**config.mk**
```make
export PLATFORM = sky130hd
export DESIGN_NAME = tcpc_root_cell
export DESIGN_NICKNAME = d
export VERILOG_FILES = /design/src/tcpc_pkg.sv /design/src/tcpc_root_cell.sv
export SDC_FILE = /design/constraint.sdc
export NUM_CORES = 1
export LEC_CHECK = 0
export ABC_CLOCK_PERIOD_IN_PS = 22500
export BUFFER_PORTS_ARGS = -buffer_cell sky130_fd_sc_hd__buf_2
export CAP_MARGIN = 20
export CORE_MARGIN = 2
export CORE_UTILIZATION = 50
export DETAILED_ROUTE_END_ITERATION = 7
export GPL_TIMING_DRIVEN = 0
export PLACE_DENSITY_LB_ADDON = 0.1
export SLEW_MARGIN = 20
export SYNTH_ARGS = -nofsm -noshare
export SYNTH_HDL_FRONTEND = slang
export SYNTH_SLANG_ARGS = --single-unit
export TNS_END_PERCENT = 20
```
**constraint.sdc**
```tcl
create_clock -name clk -period 22.5 [get_ports clk]
set_input_delay 2.25 -clock clk [delete_from_list [all_inputs] [get_ports clk]]
set_output_delay 2.25 -clock clk [all_outputs]
set_load 0.02 [all_outputs]
```
**src/tcpc_pkg.sv**
```systemverilog
// Shared types and constants for the three-cube pair checker.
package tcpc_pkg;

  localparam int BASE_W = 22;             // width of t, y, z
  localparam int TGT_W  = 32;             // target register width
  localparam int SQ_W   = 2 * BASE_W;     // square of a base
  localparam int CUBE_W = 3 * BASE_W;     // cube of a base
  localparam int N_W    = 64;             // remainder to take the cube root of
  localparam int ACC_W  = 68;             // trial cube, with headroom
  localparam int NCELL  = BASE_W;         // one root bit per cell
  localparam int ROOT_LIMIT_DEF = 2642245;

  typedef enum logic [1:0] {
    FORM_NONE = 2'd0,
    FORM_DIFF = 2'd1,
    FORM_SUM  = 2'd2
  } form_t;

  // Running state of one cube-root lane.
  typedef struct packed {
    logic [N_W-1:0]    n;
    logic              ok;
    logic [BASE_W-1:0] r;
    logic [SQ_W-1:0]   r2;
    logic [ACC_W-1:0]  r3;
  } lane_t;

  // Data that rides along with an item through the root cells.
  typedef struct packed {
    logic [BASE_W-1:0] t;
    logic [BASE_W-1:0] y;
  } side_t;

endpackage

```
**src/tcpc_root_cell.sv**
```systemverilog
// One cell of the cube-root chain: settles root bit BIT of one lane.
module tcpc_root_cell #(
  parameter int BIT = 0
) (
  input  logic           clk,
  input  logic           en,
  input  tcpc_pkg::lane_t lane_in,
  output tcpc_pkg::lane_t lane_out
);
  import tcpc_pkg::*;

  logic [ACC_W-1:0] r_x;
  logic [ACC_W-1:0] r2_x;
  logic [ACC_W-1:0] t_a;
  logic [ACC_W-1:0] t_b;
  logic [ACC_W-1:0] c3;
  logic [SQ_W-1:0]  c2;
  logic             take;
  lane_t            lane_next;

  // (r+b)^3 = r^3 + 3 r^2 b + 3 r b^2 + b^3 with b = 2^BIT
  always_comb begin
    r_x  = ACC_W'(lane_in.r);
    r2_x = ACC_W'(lane_in.r2);
    t_a  = r2_x << BIT;
    t_b  = r_x << (2 * BIT);
    c3   = lane_in.r3 + t_a + (t_a << 1) + t_b + (t_b << 1)
           + (ACC_W'(1) << (3 * BIT));
    c2   = lane_in.r2 + (SQ_W'(lane_in.r) << (BIT + 1)) + (SQ_W'(1) << (2 * BIT));
    take = c3 <= ACC_W'(lane_in.n);
    lane_next = lane_in;
    if (take) begin
      lane_next.r  = lane_in.r | (BASE_W'(1) << BIT);
      lane_next.r2 = c2;
      lane_next.r3 = c3;
    end
  end

  always_ff @(posedge clk) begin
    if (en) begin
      lane_out <= lane_next;
    end
  end

endmodule

```
==> flow_summary.ini <==
[outcome]
status = finished clean

[timing]
timing_hold_violations_final = 0
worst_case_headroom_to_the_max_slew_limit = 0.428
finalWorstPathRequiredPeriod_ns = 10.33
fmaxAchievable_mhz = 96.8
transition_time_at_the_pin_with_the_least_slew_margin_ns = 0.858
final_report_setup_violation_count = 0
finalMaxSlewViolations = 0
final.setup.tns_ns = 0
final_min_period_over_clock_period = 0.459
grt_setup_unrepaired = false

[synthesis]
synth-async-reset-ratio = 0
synth_warn = 0
cell_area_after_synthesis_mm2 = 0.0165
synth_area_leader_cell = edfxtp_1
syn-num-nets = 1980
postSynthRegisterBits = 199
ys_types = 70
avgSynthCellArea_um2 = 10.9
synth.area.top_cells = edfxtp_1, ha_1, fa_1, inv_1, xor2_1
synth_top_flop_cell = edfxtp_1
synthTopCellsByCount = edfxtp_1, inv_1, ha_1
synth.most_common_cell = edfxtp_1
synth.yosys.seq_area_share = 0.363
synth-edff-count = 199
netlist_instances = 1508
synth_top_area_share = 0.363

[placed_design]
place.detailed.hpwl_um = 35700
io_buffer_count = 398
gp_congestion = 0.865

[clock_tree]
postCtsSetupBuffers = 0
cts_tree = done
ctsResizeCount = 0
clock_sinks = 199
clkTransAtPathRegs_ns = 0.08
cts_root_buffer = clkbuf_16
holdBufCountCts = 0
tritoncts.num_buffers = 17
cts_htree_levels = 4
clk_path_buf_depth = 2

[pwr]
p_total_uw = 1670
leakage_power_figure_uw = 0.00899
power_density_mw_per_mm2 = 84.7
irDropWorstVdd_mv = 0.0674

[die]
floorplan.io_pins = 400
rows = 66
start_util = 0.507
fp.coreArea_mm2 = 0.0325
floorplan.die.height_um = 185
dieWidth_um = 185
fp.dieArea_mm2 = 0.0344

[detailed_routing]
vias = 13000
totalWireLength_um = 43800
detail_route.wl_per_cell_um = 18.4
drc_errors = 0
drt_pre_antenna_iters = 5
detailedRoute.firstIterationViolations = 664
antenna_left = 0
routed_via_density = 5.44

[setup_path]
startpoint_class_of_the_critical_path = primary input
cp_top_family = compound AO/OA/AOI/OAI gates
timing.critical_path.required_ns = 22.71
critical_path_fanouts_max = 10
cp-endpoint = lane_out[90]
critPathLaunch = lane_in[14]
critical_path.most_common_cell = inv_1
critPathCaptureType = flip-flop
worstSetupPathDepth = 32
critPathBufInv = 8
slowest_delay_ns = 0.73
setup.worst_path.class = primary input to flip-flop
worstPathArrival_ns = 10.54
worst_path_max_delay_cell = o41ai_2

[cells_and_area]
largest_register_ffs = 199
regMostFlops = lane_out
fillCellCount = 2785
flow.area_growth_from_synthesis_pct = 19.4
nets = 2399
final_layout_size_suffix_gt1_frac = 0.267
multi_input_comb_area_mm2 = 0.00953
biggestRegsByFlops = lane_out: 199 flops
regArea_mm2 = 0.00598

[global_route]
overall_track_demand_over_capacity_in_global_routing = 0.254
grt_pass1_wl_um = 66700
grt_pass1_vias = 12700
grt_antenna_before_repair = 2
pin_count_of_the_biggest_net_entering_global_routing = 104
overflow = 0

[min_path]
min-delay-path-class = primary input to flip-flop
hold_path_startpoint = lane_in[134]

[job]
max_cap_viol_count = 0
## per-layer routing
metal	routed length (um)	up-vias	share of wire	global-route usage
met3	2560	43	0.058	0.0427
met4	743	0	0.017	0.0762
met5	0	-	0	0
li1	-	6295	-	-
met2	21500	436	0.49	0.429
met1	19000	6206	0.43	0.336
## logic make-up after synthesis
kind of cell / synth area share
compound gates: 0.108
xor+xnor: 0.0627
fa+ha+maj: 0.246
buf+inv: 0.0590
flops: 0.363
mux: 0.0482
simple gates: 0.114
## layout by cell type, fill, tap and decap left out, drive strengths merged, types with 41 or more instances in the layout
cell type	Yosys	final
a21oi	84	84
buf	21	421
clkbuf	24	41
edfxtp	199	199
fa	88	88
ha	183	183
inv	197	205
mux2	50	50
nand2	80	80
nand3	41	41
nor2	51	51
o21ai	51	51
xnor2	49	49
xor2	68	68
## worst min-delay path by stage
| stage | end | slack, ns | cells past startpoint |
|---|---|---|---|
| 3_3_place_gp | lane_out[134] | 2.43 | 1 |
| 4_1_cts | lane_out[134] | 1.93 | 1 |
| 6_report | lane_out[134] | 1.96 | 1 |
| 2_1_floorplan | lane_out[113] | 2.35 | 0 |
| 3_5_place_dp | lane_out[134] | 2.43 | 1 |
| 5_1_grt | lane_out[149] | 1.95 | 1 |
## power breakdown
| group | internal [uW] | total [uW] | leakage [uW] | switching [uW] |
|---|---|---|---|---|
| registers | 440 | 447 | 0.00195 | 6.65 |
| clock network | 158 | 321 | 0.000288 | 163 |
| logic | 338 | 898 | 0.00676 | 560 |
| total | 937 | 1670 | 0.00899 | 730 |
## final cells by class
cell class,count,share of cell area
timing repair buffer,400,0.105
clock buffer,17,0.0216
tap,442,0.0281
clock inverter,15,0.00808
buffer,45,0.0118
inverter,197,0.0376
antenna,2,0.000254
sequential,199,0.304
multi-input combinational,1067,0.484
## stage by stage
| stage | hold WS (ns) | std cells | setup slack, ns | utilization | instance area [um2] |
|---|---|---|---|---|---|
| finish | 1.96 | 2384 | 12.17 | 0.606 | 19700 |
| global route | 1.95 | 2384 | 11.81 | 0.606 | 19700 |
| CTS | 1.93 | 2382 | 12.28 | 0.606 | 19700 |
| detailed placement | 2.43 | 2350 | 11.79 | 0.588 | 19100 |
| global placement | 2.43 | 2348 | 11.79 | 0.586 | 19000 |
| floorplan | 2.35 | 1508 | 13.54 | - | 16500 |
(Power assumes the default switching activity.)
